`src/hw/rtl/obci_pkg.sv`:
```
// ----------------------------------------------------------------------------
// obci_pkg
// Shared types, constants and helper functions for the octree box cell index.
// ----------------------------------------------------------------------------
package obci_pkg;

    localparam int COORD_W       = 24;
    localparam int MAG_W         = 24;
    localparam int PROD_W        = 48;
    localparam int CORNERS       = 6;
    localparam int AXES          = 3;
    localparam int LEVEL_W       = 4;
    localparam int INDEX_W       = 26;
    localparam int START_W       = 22;
    localparam int CFG_INDEX_W   = 3;
    localparam int MAX_LEVEL_DEF = 8;

    localparam logic [COORD_W-1:0] ORIGIN_RST   = 24'(-64000);
    localparam logic [MAG_W-1:0]   INV_CELL_RST = 24'd2097;
    localparam logic [LEVEL_W-1:0] DIV_LEVEL_RST = 4'd4;

    typedef enum logic [CFG_INDEX_W-1:0] {
        REG_ORIGIN_X  = 3'd0,
        REG_ORIGIN_Y  = 3'd1,
        REG_ORIGIN_Z  = 3'd2,
        REG_INV_CELL  = 3'd3,
        REG_DIV_LEVEL = 3'd4
    } cfg_reg_t;

    // offset of one corner from the space origin
    typedef struct packed {
        logic             neg;
        logic [MAG_W-1:0] mag;
    } obci_ofs_t;

    // scaled offset of one corner, Q24 fraction below bit 24
    typedef struct packed {
        logic              neg;
        logic [PROD_W-1:0] prod;
    } obci_prod_t;

    // spread 8 bits so that bit i lands on bit 3*i
    function automatic logic [23:0] obci_spread(input logic [7:0] c);
        logic [23:0] n;
        n = {16'd0, c};
        n = (n | (n << 8)) & 24'h00f00f;
        n = (n | (n << 4)) & 24'h0c30c3;
        n = (n | (n << 2)) & 24'h249249;
        return n;
    endfunction

    // first index of a level in the linear octree, (8^level - 1) / 7
    function automatic logic [START_W-1:0] obci_level_start(input logic [LEVEL_W-1:0] lvl);
        logic [START_W-1:0] s;
        case (lvl)
            4'd0:    s = 22'd0;
            4'd1:    s = 22'd1;
            4'd2:    s = 22'd9;
            4'd3:    s = 22'd73;
            4'd4:    s = 22'd585;
            4'd5:    s = 22'd4681;
            4'd6:    s = 22'd37449;
            4'd7:    s = 22'd299593;
            4'd8:    s = 22'd2396745;
            default: s = 22'd0;
        endcase
        return s;
    endfunction

endpackage

```
`src/hw/rtl/obci_level.sv`:
```
// ----------------------------------------------------------------------------
// obci_level
// Stage 4: finds the deepest level that holds both codes and forms the
// linear octree index; its registers are the output register.
// ----------------------------------------------------------------------------
module obci_level
    import obci_pkg::*;
#(
    parameter int MAX_LEVEL = MAX_LEVEL_DEF
) (
    input  logic                        aclk,
    input  logic                        aresetn,
    input  logic                        in_valid,
    output logic                        ready,
    input  logic                        nxt_ready,
    input  logic                        outside,
    input  logic [3*MAX_LEVEL-1:0]      code_lo,
    input  logic [3*MAX_LEVEL-1:0]      code_hi,
    input  logic [LEVEL_W-1:0]          eff_level,
    output logic                        valid_reg,
    output logic                        outside_reg,
    output logic [LEVEL_W-1:0]          level_reg,
    output logic [INDEX_W-1:0]          index_reg
);

    localparam int CODE_W = 3 * MAX_LEVEL;

    logic                  valid_next;
    logic [MAX_LEVEL-1:0]  grp_nz;
    logic [LEVEL_W-1:0]    groups;
    logic [4:0]            shamt;
    logic [CODE_W-1:0]     shifted;
    logic [LEVEL_W-1:0]    level_next;
    logic [INDEX_W-1:0]    index_next;
    logic [CODE_W-1:0]     code_x;

    assign ready      = !valid_reg || nxt_ready;
    assign valid_next = ready ? in_valid : valid_reg;
    assign code_x     = code_lo ^ code_hi;

    // number of 3-bit groups up to the highest one where the corners differ
    always_comb begin
        groups = '0;
        for (int k = 0; k < MAX_LEVEL; k++) begin
            grp_nz[k] = |code_x[3*k +: 3];
            if (grp_nz[k]) begin
                groups = LEVEL_W'(k + 1);
            end
        end
    end

    assign shamt   = 5'({groups, 1'b0}) + 5'(groups);
    assign shifted = code_hi >> shamt;

    always_comb begin
        if (outside) begin
            level_next = '0;
            index_next = '1;
        end else begin
            level_next = eff_level - groups;
            index_next = INDEX_W'(shifted) + INDEX_W'(obci_level_start(eff_level - groups));
        end
    end

    always_ff @(posedge aclk) begin
        if (!aresetn) begin
            valid_reg <= 1'b0;
        end else begin
            valid_reg <= valid_next;
        end
    end

    always_ff @(posedge aclk) begin
        if (ready && in_valid) begin
            outside_reg <= outside;
            level_reg   <= level_next;
            index_reg   <= index_next;
        end
    end

endmodule

```
`config.mk`:
```
export PLATFORM = sky130hd
export DESIGN_NAME = obci_level
export DESIGN_NICKNAME = d
export VERILOG_FILES = /design/src/hw/rtl/obci_pkg.sv /design/src/hw/rtl/obci_level.sv
export SDC_FILE = /design/constraint.sdc
export NUM_CORES = 1
export LEC_CHECK = 0
export BUFFER_PORTS_ARGS = -buffer_cell sky130_fd_sc_hd__buf_2
export CORE_MARGIN = 1.5
export CORE_UTILIZATION = 35
export DETAILED_ROUTE_END_ITERATION = 7
export SETUP_SLACK_MARGIN = 0.15
export SYNTH_ARGS = -nofsm -noshare
export SYNTH_HDL_FRONTEND = slang
export SYNTH_SLANG_ARGS = --single-unit
```
`constraint.sdc`:
```
create_clock -name aclk -period 10.1 [get_ports aclk]
set_input_delay 0.505 -clock aclk [delete_from_list [all_inputs] [get_ports aclk]]
set_output_delay 0.505 -clock aclk [all_outputs]
set_load 0.02 [all_outputs]
```
==> flow_metrics.tcl <==
set metrics [dict create \
    run_status "finished, final reports clean" \
    relSlewSlack_pct 44.5 \
    design_area_um2 4640 \
    p_leak_nw 1.88 \
    drt-vias-per-instance 5.45 \
    grt_pass1_vias 3529 \
    crit_type "primary input to register" \
    grt_overflow 0 \
    synth_area_leader_cell "edfxtp_1" \
    place.gp.congestion 0.885 \
    switching_share_pct 38.0 \
    start_kind "primary input" \
    skew_ns 0.00505 \
    routedWlPerCell_um 16.3 \
    grt_use_met1_pct 24.7 \
    final_common_cell "buf_2" \
    combPwrFrac_pct 49.3 \
    fmax_mhz 168 \
    cp-end-kind "register" \
    antenna_found_initial 0 \
    fp.dieArea_um2 11800 \
    seq_area_um2 951 \
    hold_violations 0 \
    drtIter0Drc 190 \
    required_ns 10.12 \
    synth_cells 457 \
    drive_above_1_share_pct 26.7 \
    initial_core_util_pct 36.0 \
    hold_buffers 0 \
    multi_input_area_um2 2850 \
    drv_cap 0 \
    grt_use_total_pct 19.3 \
    hold_class "primary input to register" \
    ys_types 65 \
    seqPwrFrac_pct 28.1 \
    post-cts-setup-buffer-count 0 \
    drtAntennaViolNets 0 \
    power.clock.fraction_pct 22.6 \
    portBuffers 89 \
    cts_resized 0 \
    synth_ff_type "edfxtp_1" \
    cts_max_level 2 \
    worst-path-max-fanout 38 \
    row_count 38 \
    path_clk_slew_ns 0.06 \
    clock_path_buffers 2 \
    yosysSeqAreaShare_pct 24.3 \
    post-route-min-period_ns 5.94 \
    whs_ns 0.472 \
    diodes 0 \
    cp.arrival_ns 5.96 \
    post-route-drc-count 0 \
    worstMarginPinSlew_ns 0.827 \
    syn_area_um2 3920 \
    layout_common_cells "89 x buf_2, 62 x nand2_1, 46 x nor2_1, 33 x mux2i_1" \
    setup_viol 0 \
    synth_area_leaders "edfxtp_1 24%, mux2i_1 8.4%, xnor2_1 6.9%" \
    fp.coreArea_um2 10900 \
    grt_start_max_net_pins 42 \
    rsz0062_at_grt "false" \
    grt_util_met2_pct 34.2 \
    synth_edf_count 31 \
    syn_nets 530 \
    cts_inserted_buffers 5 \
    chipHeight_um 109 \
    ctsRootBufferMaster "clkbuf_8" \
    nNetsFinal 612 \
    power_density_nw_per_um2 126 \
    wl_mm 11.1 \
    largest_reg_flops 26 \
    clock_latency_ns 0.28 \
    grt_pass1_wl_mm 18.0 \
    post-synth-top-area-fraction_pct 23.8 \
    yosys_register_bits 32 \
    vdd_ir_drop_max_mv 0.0754 \
    avgSynthCellArea_um2 8.57 \
    fillers 1094 \
    netSwitchingPower_uw 221 \
    grt_util_met3_pct 1.97 \
    yosys_warnings 0 \
    setup-tns-final_ns 0 \
    p_int_uw 361 \
    first_pass_iters 5 \
    dpl.hpwl_mm 8.81 \
    vias 3703 \
    async_flop_share_pct 0 \
    area_growth_pct 18.6 \
    slew_viol_final 0 \
    cts_tree "done" \
    ios 90 \
    busiest_layer "met2" \
    placed_cell_area_um2 4520 \
    timing.final.crit_share_pct 58.8 \
    power_uw 583 \
    cts_sinks 32 \
    die_w_um 109 \
]
## power by group through the flow
stage                     Combinational, mW  Sequential (mW)  Clock (mW)
after floorplan                       0.189            0.182           0
after global placement                0.283            0.167           0
after detailed placement              0.285            0.167           0
after CTS                             0.286            0.164       0.134
after global routing                  0.315            0.165       0.140
final                                 0.287            0.164       0.132
## cell families (layout without fill, tap and decap cells)
family          after synthesis  count (layout)  synth area share (%)
mux                          55              55                  17.6
buf+inv                      33             116                  3.48
fa+ha+maj                    16              16                  5.50
xor+xnor                     40              40                  9.33
compound gates              104             104                  18.3
simple gates                177             177                  21.4
flops                        32              32                  24.3
## final timing paths
kind | from | to | slack [ns] | cells past startpoint
min reg2reg | valid_reg | valid_reg | 0.53 | 2
max reg2reg | valid_reg | level_reg[3] | 8.87 | 3
min | aresetn | valid_reg | 0.47 | 2
max | code_hi[16] | index_reg[20] | 4.16 | 20
## layer usage
metal  wire (um)  part of all wire (%)
met1        4880                    44
met2        5450                    49
met3         546                   4.9
met4         180                   1.6
met5           0                     0
## cell type report
cell class	instances	area share, %
clock buffer	7	2.08
clock inverter	1	0.647
inverter	12	0.970
multi-input combinational	392	61.3
sequential	32	20.5
tap	140	3.77
timing repair buffer	96	10.7
## through the flow
| stage | setup WS, ns | utilization (%) | instances |
|---|---|---|---|
| floorplan | 3.50 | - | 457 |
| global placement | 4.08 | 41.5 | 672 |
| detailed placement | 4.00 | 41.5 | 672 |
| CTS | 4.27 | 42.6 | 680 |
| global route | 3.86 | 42.6 | 680 |
| finish | 4.16 | 42.6 | 680 |
## cell usage after synthesis, drive strengths merged, types with 7 or more instances
| cell type | n |
|---|---|
| mux4 | 10 |
| nand3 | 14 |
| and2 | 8 |
| edfxtp | 31 |
| o21ai | 29 |
| buf | 9 |
| nand2 | 62 |
| nor3 | 12 |
| a211oi | 8 |
| mux2 | 12 |
| inv | 12 |
| mux2i | 33 |
| or2 | 9 |
| clkbuf | 12 |
| xnor2 | 33 |
| nor2b | 7 |
| xor2 | 7 |
| ha | 14 |
| a21oi | 20 |
| nor2 | 46 |
## critical path, stage by stage
cell	delay (ns)
buf_2	0.13
xnor2_2	0.18
nand3_1	0.19
or4_4	0.59
nand2_1	0.13
inv_1	0.08
fa_1	0.50
buf_4	0.43
mux2_2	0.45
nand2_1	0.08
o21ai_0	0.09
mux2i_1	0.48
a211oi_1	0.18
ha_1	0.36
nand2_1	0.07
a2111oi_0	0.65
a311o_1	0.37
a211o_1	0.21
and2_1	0.16
o311ai_2	0.10
Note: power is estimated with default switching activity, not from simulation.
