<file path="src/hw/rtl/obci_pkg.sv">
// ----------------------------------------------------------------------------
// obci_pkg
// Shared types, constants and helper functions for the octree box cell index.
// ----------------------------------------------------------------------------
package obci_pkg;

    localparam int COORD_W       = 24;
    localparam int MAG_W         = 24;
    localparam int PROD_W        = 48;
    localparam int CORNERS       = 6;
    localparam int AXES          = 3;
    localparam int LEVEL_W       = 4;
    localparam int INDEX_W       = 26;
    localparam int START_W       = 22;
    localparam int CFG_INDEX_W   = 3;
    localparam int MAX_LEVEL_DEF = 8;

    localparam logic [COORD_W-1:0] ORIGIN_RST   = 24'(-64000);
    localparam logic [MAG_W-1:0]   INV_CELL_RST = 24'd2097;
    localparam logic [LEVEL_W-1:0] DIV_LEVEL_RST = 4'd4;

    typedef enum logic [CFG_INDEX_W-1:0] {
        REG_ORIGIN_X  = 3'd0,
        REG_ORIGIN_Y  = 3'd1,
        REG_ORIGIN_Z  = 3'd2,
        REG_INV_CELL  = 3'd3,
        REG_DIV_LEVEL = 3'd4
    } cfg_reg_t;

    // offset of one corner from the space origin
    typedef struct packed {
        logic             neg;
        logic [MAG_W-1:0] mag;
    } obci_ofs_t;

    // scaled offset of one corner, Q24 fraction below bit 24
    typedef struct packed {
        logic              neg;
        logic [PROD_W-1:0] prod;
    } obci_prod_t;

    // spread 8 bits so that bit i lands on bit 3*i
    function automatic logic [23:0] obci_spread(input logic [7:0] c);
        logic [23:0] n;
        n = {16'd0, c};
        n = (n | (n << 8)) & 24'h00f00f;
        n = (n | (n << 4)) & 24'h0c30c3;
        n = (n | (n << 2)) & 24'h249249;
        return n;
    endfunction

    // first index of a level in the linear octree, (8^level - 1) / 7
    function automatic logic [START_W-1:0] obci_level_start(input logic [LEVEL_W-1:0] lvl);
        logic [START_W-1:0] s;
        case (lvl)
            4'd0:    s = 22'd0;
            4'd1:    s = 22'd1;
            4'd2:    s = 22'd9;
            4'd3:    s = 22'd73;
            4'd4:    s = 22'd585;
            4'd5:    s = 22'd4681;
            4'd6:    s = 22'd37449;
            4'd7:    s = 22'd299593;
            4'd8:    s = 22'd2396745;
            default: s = 22'd0;
        endcase
        return s;
    endfunction

endpackage

</file>
<file path="src/hw/rtl/obci_offset.sv">
// ----------------------------------------------------------------------------
// obci_offset
// Stage 1: subtracts the space origin from each of the six corner coordinates.
// ----------------------------------------------------------------------------
module obci_offset
    import obci_pkg::*;
(
    input  logic                               aclk,
    input  logic                               aresetn,
    input  logic                               in_valid,
    output logic                               ready,
    input  logic                               nxt_ready,
    input  logic [CORNERS-1:0][COORD_W-1:0]    raw,
    input  logic [AXES-1:0][COORD_W-1:0]       origin,
    output logic                               valid_reg,
    output obci_ofs_t [CORNERS-1:0]            ofs_reg
);

    logic                    valid_next;
    obci_ofs_t [CORNERS-1:0] ofs_next;

    assign ready      = !valid_reg || nxt_ready;
    assign valid_next = ready ? in_valid : valid_reg;

    always_comb begin
        logic [COORD_W:0] d;
        logic [COORD_W-1:0] org;
        for (int a = 0; a < CORNERS; a++) begin
            org = origin[(a < AXES) ? a : a - AXES];
            d   = {raw[a][COORD_W-1], raw[a]} - {org[COORD_W-1], org};
            ofs_next[a].neg = d[COORD_W];
            ofs_next[a].mag = d[MAG_W-1:0];
        end
    end

    always_ff @(posedge aclk) begin
        if (!aresetn) begin
            valid_reg <= 1'b0;
        end else begin
            valid_reg <= valid_next;
        end
    end

    always_ff @(posedge aclk) begin
        if (ready && in_valid) begin
            ofs_reg <= ofs_next;
        end
    end

endmodule

</file>
<file path="config.mk">
export PLATFORM = sky130hd
export DESIGN_NAME = obci_offset
export DESIGN_NICKNAME = d
export VERILOG_FILES = /design/src/hw/rtl/obci_pkg.sv /design/src/hw/rtl/obci_offset.sv
export SDC_FILE = /design/constraint.sdc
export NUM_CORES = 1
export LEC_CHECK = 0
export BUFFER_PORTS_ARGS = -buffer_cell sky130_fd_sc_hd__buf_4
export CELL_PAD_IN_SITES_DETAIL_PLACEMENT = 1
export CELL_PAD_IN_SITES_GLOBAL_PLACEMENT = 1
export CORE_ASPECT_RATIO = 1.5
export CORE_MARGIN = 4
export CORE_UTILIZATION = 39
export CTS_CLUSTER_DIAMETER = 50
export DETAILED_ROUTE_END_ITERATION = 12
export PLACE_DENSITY = 0.79
export SLEW_MARGIN = 20
export SYNTH_ARGS = -nofsm -noshare
export SYNTH_HDL_FRONTEND = slang
export SYNTH_SLANG_ARGS = --single-unit
</file>
<file path="constraint.sdc">
create_clock -name aclk -period 4.95 [get_ports aclk]
set_input_delay 0.495 -clock aclk [delete_from_list [all_inputs] [get_ports aclk]]
set_output_delay 0.495 -clock aclk [all_outputs]
set_load 0.03 [all_outputs]
</file>
==> results.md <==
- The run finished with clean final reports.
- The number of instances in the synthesized netlist is about 1200.
- The final wirelength is 41200 um.
- Leaving out fill and tap cells, the most frequent cells in the layout are buf_4 (372), edfxtp_1 (150), ha_1 (144).
- After floorplanning, the core was sized to cover 0.0297 mm2.
- The maximum clock path buffer count is 2.
- The die boundary width is between 150 and 200 um.
- The half-perimeter wire length after detailed placement is 34500 um.
- After detailed routing, the number of remaining DRC violations is 0.
- In the final timing run, aggregate negative setup slack is 0 ps.
- The final antenna diode count is 0.
- The height of the die is 221 um.
- The mapped netlist covers 0.0118 mm2.
- The number of enable flip-flop cells after synthesis is 150.
- The number of buffers and inverters on the critical path is 2.
- In this run the worst path has a maximum fanout of 4.
- Static timing analysis puts the maximum clock frequency at around 350 MHz.
- The worst path in the final design needs a cycle of 2870 ps, including I/O delays and setup.
- The number of hold-slack violations in the final timing report is 0.
- The congestion estimate from routability-driven global placement came to 0.916.
- The startpoint identified for the worst hold timing path is aresetn.
- The number of buffers added by the clock tree synthesis step is 17.
- The mean number of vias per cell is ~5.4.
- The synthesized area per cell is 9.73 um2.
- The library cell used most frequently in the layout, excluding fill and tap cells, is buf_4.
- The relative slew slack is 0.494.
- By startpoint and endpoint, the worst setup path is classified as input pin to register.
- The total of flip-flops plus latches after synthesis is 151.
- The worst register-to-register path has a depth of 3.
- After layout, the design draws a total of approximately 4.9 mW.
- The worst hold path passes through 2 cells.
- For this design the ratio of total power to cell area is roughly 310 mW/mm2.
- The clock root buffer is clkbuf_16.
- The end of the worst hold path is valid_reg.
- The via count of the first global-routing pass is between 10000 and 15000.
- The count of nets left with antenna violations after detail routing is 0.
- The critical path data required time is 5180 ps.
- The number of buffer cells added on primary ports is 371.
- For this configuration, the core starts out at a cell density of 0.398.
- The fraction of synthesis flops using an asynchronous set or reset pin is 0.
- The number of nets in the finished design is ~2000.
- The number of setup violations in the final report is 0.
- In this run the worst hold path is classified as input pin to register.
- The leakage power of the design is ~7.3 nW.
- The first-pass GRT wire length is ~63000 um.
- The number of design-rule violations left by the first detailed-router iteration is between 400 and 500.
- For this design, the slowest cell found on the critical path is fa_1.
- The number of filler instances in the final layout is 3486.
- The critical path launch point type is an input pin.
- Walking the worst path, the cells encountered are buf_4, inv_1, ha_1, fa_1, nor2b_1, o2111ai_1, a31oi_1, o21ai_1, a31oi_1, o21ai_1, nor4b_1, nor4b_1.
- The flip-flop count of the largest register, all copies and words added is 150.
- The share of synthesized area in the top cell type comes to 0.382.
- The number of hold buffers added after cts is 0.
- Yosys attributes the largest share of cell area to edfxtp_1 (38%), ha_1 (15%), xnor2_1 (5.3%).
- The number of violations of the max-capacitance limit is 0.
- The slew of the pin with the lowest slew margin is 752 ps.
- The number of iterations in the first detailed-routing pass is 5.
- The largest net degree at the start of global routing is 107.
- Counting every sink on the clock net gives about 150.
- Once the clock tree was built, the setup fixing pass inserted 0 buffers.
- The warning count from the yosys run is 0.
- After clock tree synthesis, the repair step resized 0 gates.
- The total overflow reported by the global router is 0.
- Relative to the synthesized area, the layout overhead comes to 32.8%.
- The setup slack of the worst register-to-register path is 2940 ps.
- The worst hold-check slack is roughly 310 ps.
- Setup repair after global routing left no endpoint under its margin.
- The family with the most delay on the worst path is compound AO/OA/AOI/OAI gates.
- Across every metal layer, demand over resource in global routing totals 0.244.
- The endpoint identified for the worst register-to-register timing path is ofs_reg[67].
- The biggest area contributor in the post-synthesis netlist is edfxtp_1.
- 372 I/O pins were placed.
- The post-route clock period utilization is 0.581.
- Clock-pin slew was measured on the worst setup and hold paths at 70 ps.
- In this design, the stage delay of the slowest critical-path cell is 410 ps.
- The via total after detailed routing is 10900.
- STA classifies the critical path endpoint as a register.
- Of the cells placed in the final design, the portion with a size suffix greater than 1 is 0.256.
- In the synthesized netlist the dominant register cell turns out to be edfxtp_1.
- Dividing the detail-routed wire length by the instance count gives 20.6 um.
- The worst-case IR drop observed on VDD is approximately 0.25 mV.
- The clock arrives with between 4 and 5 ps of skew.
- Row generation in the floorplan step produced 77 rows.
- The number of antenna violations at the first check in global routing is 0.
- The proportion of synthesized chip area in sequential cells is 0.383.
- The final-report max-slew violation count is 0.
- The startpoint identified for the worst register-to-register timing path is valid_reg.
- The insertion delay of the later-clocked pin in the worst-skew pair is around 440 ps.
- TritonCTS built the clock tree.
- The area enclosed by the die boundary is 0.0332 mm2.
- Synthesis produced a netlist with a net count of 1584.
- At the worst endpoint, the arrival time is 3110 ps.
- The CTS H-tree depth is 4.
- Synthesis instantiated 66 different standard cells from the library.
==> per-layer routing <==
metal  routed length [um]  GRT usage
met1                14600      0.250
met2                22100      0.460
met3                 3150     0.0708
met4                 1410     0.0904
met5                    0          0
==> cells in the mapped netlist, drive strengths merged (4+ instances only) <==
cell type	instances
o21bai	13
a21boi	8
nand4	11
a31o	4
or2	5
nand2b	21
clkbuf	8
nand2	72
o31a	5
fa	6
nor3	19
a21o	52
nor2	83
ha	144
a221oi	5
inv	125
and3	13
a311oi	4
xor2	31
o211ai	12
nor2b	24
xnor2	71
nor3b	7
a21oi	98
nand3	31
a211oi	6
edfxtp	150
and2	10
o2111ai	5
o21a	24
nand3b	5
o31ai	7
a2111oi	4
a31oi	17
o22ai	5
o21ai	60
nor4b	7
==> cells by family after synthesis <==
family / after synthesis / synth area share
adders and majority gates: 150 / 0.163
buffers and inverters: 136 / 0.0435
and+or+nand+nor: 321 / 0.136
AOI/OAI and AO/OA: 350 / 0.195
DFF: 151 / 0.383
muxes: 4 / 0.00350
xor gates and xnor gates: 102 / 0.0757
==> power breakdown <==
| group | internal (mW) | switching (mW) | total [mW] |
|---|---|---|---|
| sequential | 1.64 | 0.0552 | 1.70 |
| clock | 0.764 | 0.615 | 1.38 |
| combinational | 0.730 | 1.07 | 1.80 |
| total | 3.14 | 1.75 | 4.88 |
==> stage by stage <==
step	utilization	cells	setup WS, ps	cell area [um2]
after floorplan	-	1214	119	11800
after global placement	0.508	1972	1760	15100
after detailed placement	0.508	1972	1620	15100
after CTS	0.528	2004	2120	15700
after global routing	0.528	2004	1930	15700
final	0.528	2004	2080	15700
==> layout make-up <==
type,count,area (um2),area share
Multi-Input combinational cell,927,6770,0.432
Sequential cell,151,4520,0.289
Timing Repair Buffer,373,2810,0.179
Tap cell,395,494,0.0315
Inverter,126,473,0.0302
Clock buffer,17,425,0.0271
Clock inverter,15,174,0.0111
==> worst max-delay path by stage <==
stage	startpoint	endpoint	slack, ps	cells past startpoint
after floorplan	nxt_ready	ofs_reg[0]	120	2
after global placement	origin[50]	ofs_reg[72]	1760	11
after detailed placement	raw[24]	ofs_reg[47]	1620	12
after CTS	raw[24]	ofs_reg[47]	2120	12
after global routing	raw[24]	ofs_reg[47]	1930	12
final	raw[24]	ofs_reg[47]	2080	12
(Power assumes the default switching activity.)
