$ cat config.mk
export PLATFORM = sky130hd
export DESIGN_NAME = obci_cell
export DESIGN_NICKNAME = d
export VERILOG_FILES = /design/src/hw/rtl/obci_pkg.sv /design/src/hw/rtl/obci_cell.sv
export SDC_FILE = /design/constraint.sdc
export NUM_CORES = 1
export LEC_CHECK = 0
export BUFFER_PORTS_ARGS = -buffer_cell sky130_fd_sc_hd__buf_2
export CAP_MARGIN = 10
export CELL_PAD_IN_SITES_DETAIL_PLACEMENT = 0
export CELL_PAD_IN_SITES_GLOBAL_PLACEMENT = 1
export CORE_AREA = 2 2 137 139
export CTS_CLUSTER_DIAMETER = 120
export DETAILED_ROUTE_END_ITERATION = 12
export DIE_AREA = 0 0 139 141
export PLACE_DENSITY = 0.73
export REMOVE_ABC_BUFFERS = 1
export SLEW_MARGIN = 0
export SYNTH_ARGS = -nofsm -noshare
export SYNTH_HDL_FRONTEND = slang
export SYNTH_SLANG_ARGS = --single-unit
$ cat constraint.sdc
create_clock -name aclk -period 4.7 [get_ports aclk]
set_input_delay 0.705 -clock aclk [delete_from_list [all_inputs] [get_ports aclk]]
set_output_delay 0.705 -clock aclk [all_outputs]
set_load 0.01 [all_outputs]
$ cat src/hw/rtl/obci_pkg.sv
// ----------------------------------------------------------------------------
// obci_pkg
// Shared types, constants and helper functions for the octree box cell index.
// ----------------------------------------------------------------------------
package obci_pkg;

    localparam int COORD_W       = 24;
    localparam int MAG_W         = 24;
    localparam int PROD_W        = 48;
    localparam int CORNERS       = 6;
    localparam int AXES          = 3;
    localparam int LEVEL_W       = 4;
    localparam int INDEX_W       = 26;
    localparam int START_W       = 22;
    localparam int CFG_INDEX_W   = 3;
    localparam int MAX_LEVEL_DEF = 8;

    localparam logic [COORD_W-1:0] ORIGIN_RST   = 24'(-64000);
    localparam logic [MAG_W-1:0]   INV_CELL_RST = 24'd2097;
    localparam logic [LEVEL_W-1:0] DIV_LEVEL_RST = 4'd4;

    typedef enum logic [CFG_INDEX_W-1:0] {
        REG_ORIGIN_X  = 3'd0,
        REG_ORIGIN_Y  = 3'd1,
        REG_ORIGIN_Z  = 3'd2,
        REG_INV_CELL  = 3'd3,
        REG_DIV_LEVEL = 3'd4
    } cfg_reg_t;

    // offset of one corner from the space origin
    typedef struct packed {
        logic             neg;
        logic [MAG_W-1:0] mag;
    } obci_ofs_t;

    // scaled offset of one corner, Q24 fraction below bit 24
    typedef struct packed {
        logic              neg;
        logic [PROD_W-1:0] prod;
    } obci_prod_t;

    // spread 8 bits so that bit i lands on bit 3*i
    function automatic logic [23:0] obci_spread(input logic [7:0] c);
        logic [23:0] n;
        n = {16'd0, c};
        n = (n | (n << 8)) & 24'h00f00f;
        n = (n | (n << 4)) & 24'h0c30c3;
        n = (n | (n << 2)) & 24'h249249;
        return n;
    endfunction

    // first index of a level in the linear octree, (8^level - 1) / 7
    function automatic logic [START_W-1:0] obci_level_start(input logic [LEVEL_W-1:0] lvl);
        logic [START_W-1:0] s;
        case (lvl)
            4'd0:    s = 22'd0;
            4'd1:    s = 22'd1;
            4'd2:    s = 22'd9;
            4'd3:    s = 22'd73;
            4'd4:    s = 22'd585;
            4'd5:    s = 22'd4681;
            4'd6:    s = 22'd37449;
            4'd7:    s = 22'd299593;
            4'd8:    s = 22'd2396745;
            default: s = 22'd0;
        endcase
        return s;
    endfunction

endpackage

$ cat src/hw/rtl/obci_cell.sv
// ----------------------------------------------------------------------------
// obci_cell
// Stage 3: bounds check, floor and clamp to cell coordinates, Morton codes.
// ----------------------------------------------------------------------------
module obci_cell
    import obci_pkg::*;
#(
    parameter int MAX_LEVEL = MAX_LEVEL_DEF
) (
    input  logic                          aclk,
    input  logic                          aresetn,
    input  logic                          in_valid,
    output logic                          ready,
    input  logic                          nxt_ready,
    input  obci_prod_t [CORNERS-1:0]      prod,
    input  logic [LEVEL_W-1:0]            eff_level,
    output logic                          valid_reg,
    output logic                          outside_reg,
    output logic [3*MAX_LEVEL-1:0]        code_lo_reg,
    output logic [3*MAX_LEVEL-1:0]        code_hi_reg
);

    localparam int CELL_W = MAX_LEVEL;
    localparam int CODE_W = 3 * MAX_LEVEL;

    logic                              valid_next;
    logic                              outside_next;
    logic [CODE_W-1:0]                 code_lo_next;
    logic [CODE_W-1:0]                 code_hi_next;
    logic [CORNERS-1:0][CELL_W-1:0]    cell_pos;
    logic [CORNERS-1:0]                corner_out;

    assign ready      = !valid_reg || nxt_ready;
    assign valid_next = ready ? in_valid : valid_reg;

    always_comb begin
        logic [MAG_W-1:0] hi;
        logic [MAG_W-1:0] lim;
        logic             over;
        lim = MAG_W'(1) << eff_level;
        for (int a = 0; a < CORNERS; a++) begin
            hi   = prod[a].prod[PROD_W-1:MAG_W];
            // strictly above the upper face is outside
            over = (hi > lim) || ((hi == lim) && (|prod[a].prod[MAG_W-1:0]));
            corner_out[a] = prod[a].neg || over;
            // a corner on the upper face falls into the last cell
            cell_pos[a] = (hi >= lim) ? CELL_W'(lim - MAG_W'(1)) : hi[CELL_W-1:0];
        end
    end

    assign outside_next = |corner_out;
    assign code_lo_next = CODE_W'(obci_spread(8'(cell_pos[0]))
                                  | (obci_spread(8'(cell_pos[1])) << 1)
                                  | (obci_spread(8'(cell_pos[2])) << 2));
    assign code_hi_next = CODE_W'(obci_spread(8'(cell_pos[3]))
                                  | (obci_spread(8'(cell_pos[4])) << 1)
                                  | (obci_spread(8'(cell_pos[5])) << 2));

    always_ff @(posedge aclk) begin
        if (!aresetn) begin
            valid_reg <= 1'b0;
        end else begin
            valid_reg <= valid_next;
        end
    end

    always_ff @(posedge aclk) begin
        if (ready && in_valid) begin
            outside_reg <= outside_next;
            code_lo_reg <= code_lo_next;
            code_hi_reg <= code_hi_next;
        end
    end

endmodule

==> impl_results.md, run 1 <==
* Outcome: completed
* Number of synthesized flops with an enable pin at 49
* # IOs at 353
* DR iter-0 viols at 200
* Die footprint at 0.0196 mm^2
* Worst Clk Skew at 6.11 ps
* Layout cells sized above 1 at 47.4%
* Clk Latency, worst-skew pair at 290 ps
* Unrepaired setup endpoints after global routing: no
* Total GRT Usage at 19.4%
* DRT Pass-1 Iters at 5
* Startpoint Class: input port
* Max rail drop VDD at 108 uV
* Synth area leaders: edfxtp_1 30%, ha_1 25%, nor4_1 6.1%, mux2_2 5.1%, a21oi_1 3.7%
* Power density over the cells at 189 mW/mm^2
* Worst-path fanout max at 17
* Gates resized, CTS repair at 0
* DR WL/cell at 18.6 um
* Post-Syn Instances at 481
* Overflow after GRT at 0
* Final setup viols at 0
* Placed cell area at 0.00694 mm^2
* Post-route cell area at 0.00711 mm^2
* Sequential fraction of the synthesis area at 30.7%
* Min Hold Slack at 524 ps
* Post-DR vias/cell at 5.02
* Standard-cell row count at 50
* Critical path startpoint: eff_level[3]
* FF+latch count, synth at 50
* Cts hold-fix bufs at 0
* Async SR Flop Fraction at 0%
* Slew Viols, Final at 0
* Final net count at 1240
* Worst R2R Start: valid_reg
* Max cap viols at 0
* R2R Setup Slk at 3260 ps
* Largest net degree at the start of global routing at 50
* CTS tree: built
* Vias at 5406
* Min-Delay Path Class: reg -> reg
* Synth top area share at 30.3%
* Fin cells at 1077
* Final wirelength at 20.0 mm
* Gp weighted congestion at 0.872
* Die width at 139 um
* Post-synthesis area per instance at 10.1 um^2
* Worst path required time at 4740 ps
* Data arrival time of the worst path at 3860 ps
* Place WS at 569 ps
* Final hold vios at 0
* RR Endpoint: code_hi_reg[3]
* Most common cell after layout, fill and taps aside: buf_2
* Worst Reg-to-Reg Cells at 3
* Most frequent cells in the layout: 352 x buf_2, 97 x ha_1, 49 x edfxtp_1
* Die Ht at 141 um
* Routed Antenna Nets at 0
* Setup CP Type: in -> reg
* Vias in the first global route at 5341
* Clock tree sinks at 50
* Biggest area consumer among synthesized cells: edfxtp_1
* Port Buffers at 352
* CTS H-tree lvls at 2
* Predominant post-synthesis flop cell: edfxtp_1
* Final min period at 3830 ps
* Leakage at 3.22 nW
* Cell Area, Synth at 0.00485 mm^2
* CTS Buf Count at 5
* Worst setup path endpoint: outside_reg
* CTS clk-pin slew, worst paths at 70 ps
* Yosys warning count at 0
* CP endpoint kind: register
* DRC at 0
* Final worst-path cycle share at 81.4%
* Starting density of the core at 26.6%
* Setup TNS at 0 ps
* Final WS setup at 872 ps
* Postcts setup bufs at 0
* Core Area at 0.0183 mm^2
* Fmax at 0.261 GHz
* Antenna violations before repair at 3
* Area grow syn2layout at 46.5%
* Worst slew pin tran at 758 ps
* Slew HR at 49.3%
* Root Buffer Master: clkbuf_16
* Post-DP HPWL at 17.7 mm
* Cells after DPL at 1068
* Clock Path Buffers at 2
* Post-synth cell types at 47
* Global-route wire length before repair at 29.1 mm
## critical path: stages
cell and delay, ps:
buf_2 200, nor2_1 390, nand2_1 280, inv_1 310
ha_1 290, and4_1 180, or3_1 310, a221oi_1 320
o21a_1 150, buf_4 200, o22ai_1 130, or4_1 390
## final cells by class
type / instances / area (um^2)
inverter: 12 / 45.0
multi-input combinational: 409 / 3270
fill: 1873 / 11200
tap: 234 / 293
clock inverter: 3 / 40.0
antenna: 1 / 2.50
clock buffer: 5 / 125
timing repair buffer: 363 / 1840
sequential: 50 / 1490
## Yosys cell counts, types with 6 or more instances
master / n
o21ai_0: 8
ha_1: 97
nor3_1: 7
or3_1: 8
mux2_2: 22
nand3_1: 13
and4_1: 6
mux2_1: 12
a21o_1: 17
nor4_1: 47
nor2_1: 24
inv_1: 12
edfxtp_1: 49
nand4_1: 25
nor2b_1: 8
a21oi_1: 36
nand2_1: 29
nand2b_1: 6
## layer usage
layer,vias up,wire (um),GRT usage (%)
met2,259,10500,38.2
met5,-,27,0
met4,4,277,4.04
met3,19,1460,4.48
li1,2667,-,-
met1,2457,7680,21.2
## worst min-delay path by stage
| stage | start | to | cells after the start |
|---|---|---|---|
| floorplan | valid_reg | valid_reg | 2 |
| global placement | valid_reg | valid_reg | 2 |
| detailed placement | valid_reg | valid_reg | 2 |
| CTS | valid_reg | valid_reg | 2 |
| global route | valid_reg | valid_reg | 2 |
| finish | valid_reg | valid_reg | 2 |
## power breakdown
part | internal (mW) | leakage, nW | switching, mW
clock network | 0.250 | 0.0836 | 0.168
logic | 0.197 | 2.69 | 0.198
registers | 0.522 | 0.444 | 0.00733
total | 0.968 | 3.22 | 0.373
## kinds of logic (layout without fill, tap and decap cells)
kind of cell,Yosys count,count (layout),share of synthesized area [%]
xor gates and xnor gates,2,2,0.361
adders and majority gates,97,97,25.0
AOI/OAI and AO/OA,88,88,11.9
other,0,1,0
muxes,37,37,8.51
buffers and inverters,22,383,1.96
and+or+nand+nor,185,185,21.5
DFF,50,50,30.7
## stage by stage
stage	power (mW)	util, %
6_report	1.34	38.9
5_1_grt	1.41	38.9
4_1_cts	1.35	38.9
2_1_floorplan	0.711	-
3_3_place_gp	0.931	38.0
3_5_place_dp	0.936	38.0
No activity file was read; power rests on OpenSTA's default activity.
==> run 2, diff against run 1 <==
ABC_AREA = 1   (was not set)
CORE_AREA = not set   (was 2 2 137 139)
CORE_ASPECT_RATIO = 1.25   (was not set)
CORE_MARGIN = 2   (was not set)
CORE_UTILIZATION = 26   (was not set)
DIE_AREA = not set   (was 0 0 139 141)
PLACE_DENSITY = 0.75   (was 0.73)
clock period = 3.3 ns   (was 4.7 ns; I/O delays follow)
==> run 2 against run 1 <==
Effect of this change:
- register-to-register slack worse by 1300 ps
- hold slack worse by 65 ps
- flip-flop and latch count unchanged
- core utilization is 1.4 points lower
- first-iteration DRC count is 21% higher
- power is 46% higher
- via count increased by 12%
==> impl_results.md, run 2 <==
* FF+latch count, synth at 50
* Routed Antenna Nets at 0
* Port Buffers at 352
* Worst path required time at 3350 ps
* Final worst-path cycle share at 81.7%
* Worst R2R Start: valid_reg
* DRT Pass-1 Iters at 4
* Worst Reg-to-Reg Cells at 2
* Uppermost routed layer: met5
* Crit path max-delay cell type: ha_1
* Cell Area, Synth at 0.00543 mm^2
* DR iter-0 viols at 241
* DRC at 0
* Root Buffer Master: clkbuf_16
* Met2 Wirelength at 9.80 mm
* Worst-path fanout max at 14
* CTS clk-pin slew, worst paths at 80 ps
* Min-Delay Path Class: in -> reg
* R2R Setup Slk at 1920 ps
* P_sw at 571 uW
* Global-route wire length before repair at 30.9 mm
* Overflow after GRT at 0
* Power density over the cells at 253 mW/mm^2
* Gp weighted congestion at 0.883
* Sequential fraction of the synthesis area at 27.4%
* Number of synthesized flops with an enable pin at 49
* Max cap viols at 0
* Area grow syn2layout at 42.8%
* Slew HR at 59.4%
* Synth area leaders: edfxtp_1 27%, ha_1 22%, nand2_1 16%, nor2_1 10%, inv_1 4.6%
* Worst setup path endpoint: code_hi_reg[10]
* Most frequent cells in the layout: 352 x buf_2, 234 x nand2_1, 149 x nor2_1
* Metal-1 WL at 9.54 mm
* Cells after DPL at 1392
* Total GRT Usage at 18.2%
* Clock Path Buffers at 2
* Slew Viols, Final at 0
* Final hold vios at 0
* Final wirelength at 20.6 mm
* Final setup viols at 0
* Antenna violations before repair at 5
* Min Hold Slack at 459 ps
* Async SR Flop Fraction at 0%
* CTS tree: built
* Most common cell in the netlist: nand2_1
* Share of power burned in registers at 38.5%
* Postcts setup bufs at 0
* Clock Power Share at 30.1%
* Unrepaired setup endpoints after global routing: no
* Post-DP HPWL at 18.1 mm
* Worst slew pin tran at 609 ps
* Max rail drop VDD at 227 uV
* Clock tree sinks at 50
* Layout cells sized above 1 at 35.8%
* Setup CP Type: in -> reg
* CTS H-tree lvls at 2
* Standard-cell row count at 59
* RR Endpoint: code_hi_reg[7]
* Fmax at 0.371 GHz
* Data arrival time of the worst path at 2750 ps
* Core Area at 0.0207 mm^2
* Final net count at 1524
* Cell Int Power at 1.39 mW
* Switching fraction of total power at 29.1%
* Biggest area consumer among synthesized cells: edfxtp_1
* # IOs at 353
* Critical path startpoint: eff_level[2]
* Critical path cell sequence: buf_2 -> inv_4 -> nand4_1 -> ha_1 -> nand4_1 -> nor2_1 -> nand2_1 -> nor2_1 -> nor2_1 -> nand2_2 -> inv_2 -> nor2_1 -> a21oi_1
* Post-synth cell types at 38
* Most common cell after layout, fill and taps aside: buf_2
* Final min period at 2700 ps
* Outcome: completed
* Combinational Power Share at 31.4%
* Cell mode on critical path: nor2_1
* Cts hold-fix bufs at 0
* Vias at 6031
* Post-route cell area at 0.00776 mm^2
* Largest net degree at the start of global routing at 50
* Startpoint Class: input port
* Yosys warning count at 0
* Clk Latency, worst-skew pair at 290 ps
* Post-synthesis area per instance at 7.13 um^2
* Post-Syn Instances at 762
* Die footprint at 0.0221 mm^2
* Starting density of the core at 26.3%
* Placed cell area at 0.00758 mm^2
* Metal3 WL at 942 um
* Synth top area share at 27.1%
* Synth top cells by count: 234 x nand2_1, 149 x nor2_1, 97 x ha_1, 66 x inv_1, 49 x edfxtp_1
* Predominant post-synthesis flop cell: edfxtp_1
* Worst Clk Skew at 10.6 ps
* Die Ht at 166 um
* Fin cells at 1405
* CP endpoint kind: register
* Gates resized, CTS repair at 0
* Vias in the first global route at 5648
* Die width at 133 um
* Post-DR vias/cell at 4.29
* DR WL/cell at 14.7 um
* Max stage delay on crit path at 480 ps
* CTS Buf Count at 5
* Leakage at 4.04 nW
run 2: cell types whose count changed in the layout (fill, tap and decap cells not counted), moves of 11 or more:
cell and delta:
a21o_1 -11, inv_1 +54, mux2_1 -12, mux2_2 -22, nand2_1 +205, nor2_1 +125, nor4_1 -40
run 2: cell type report:
type	count	area, um^2
Antenna cell	5	12.5
Clock buffer	5	125
Clock inverter	3	45.0
Fill cell	2265	12900
Inverter	73	277
Multi-Input combinational cell	631	3610
Sequential cell	50	1490
Tap cell	274	343
Timing Repair Buffer	364	1850
run 2: layer usage:
layer | vias to the layer above | global-route usage (%)
met1 | 2573 | 24.6
met3 | 14 | 2.33
li1 | 3276 | -
met4 | 2 | 5.37
met5 | - | 0
met2 | 166 | 30.3
run 2: worst min-delay path by stage:
| stage | startpoint | endpoint | cells past startpoint |
|---|---|---|---|
| 2_1_floorplan | valid_reg | valid_reg | 2 |
| 3_3_place_gp | valid_reg | valid_reg | 2 |
| 3_5_place_dp | valid_reg | valid_reg | 2 |
| 4_1_cts | aresetn | valid_reg | 2 |
| 5_1_grt | aresetn | valid_reg | 2 |
| 6_report | aresetn | valid_reg | 2 |
run 2: stage by stage:
stage	setup TNS, ps	total power [mW]	worst slack (ps)	util, %
floorplan	-4690	1.06	-95.8	-
global placement	0	1.39	260	36.7
detailed placement	0	1.39	277	36.7
CTS	0	1.98	577	37.5
global route	0	2.08	370	37.5
finish	0	1.96	603	37.5
run 2: worst max-delay path, delay by kind of cell:
family	cells	cell delay, ps
buf+inv	3	430
compound gates	1	80
simple gates	8	1240
fa+ha+maj	1	480
run 2: power groups by stage:
| stage | Sequential (mW) | Combinational [mW] | Clock [mW] |
|---|---|---|---|
| 6_report | 0.755 | 0.617 | 0.591 |
| 5_1_grt | 0.759 | 0.706 | 0.617 |
| 4_1_cts | 0.756 | 0.623 | 0.601 |
| 3_5_place_dp | 0.770 | 0.621 | 0 |
| 3_3_place_gp | 0.770 | 0.616 | 0 |
| 2_1_floorplan | 0.792 | 0.272 | 0 |
run 2: cell families (layout without fill, tap and decap cells):
logic type      Yosys count  after routing  share of synthesized area (%)
flops                    50             50                           27.4
compound gates           77             77                           8.11
simple gates            454            454                           35.1
buf+inv                  81            445                           6.24
xor+xnor                  3              3                          0.760
fa+ha+maj                97             97                           22.3
other cells               0              5                              0
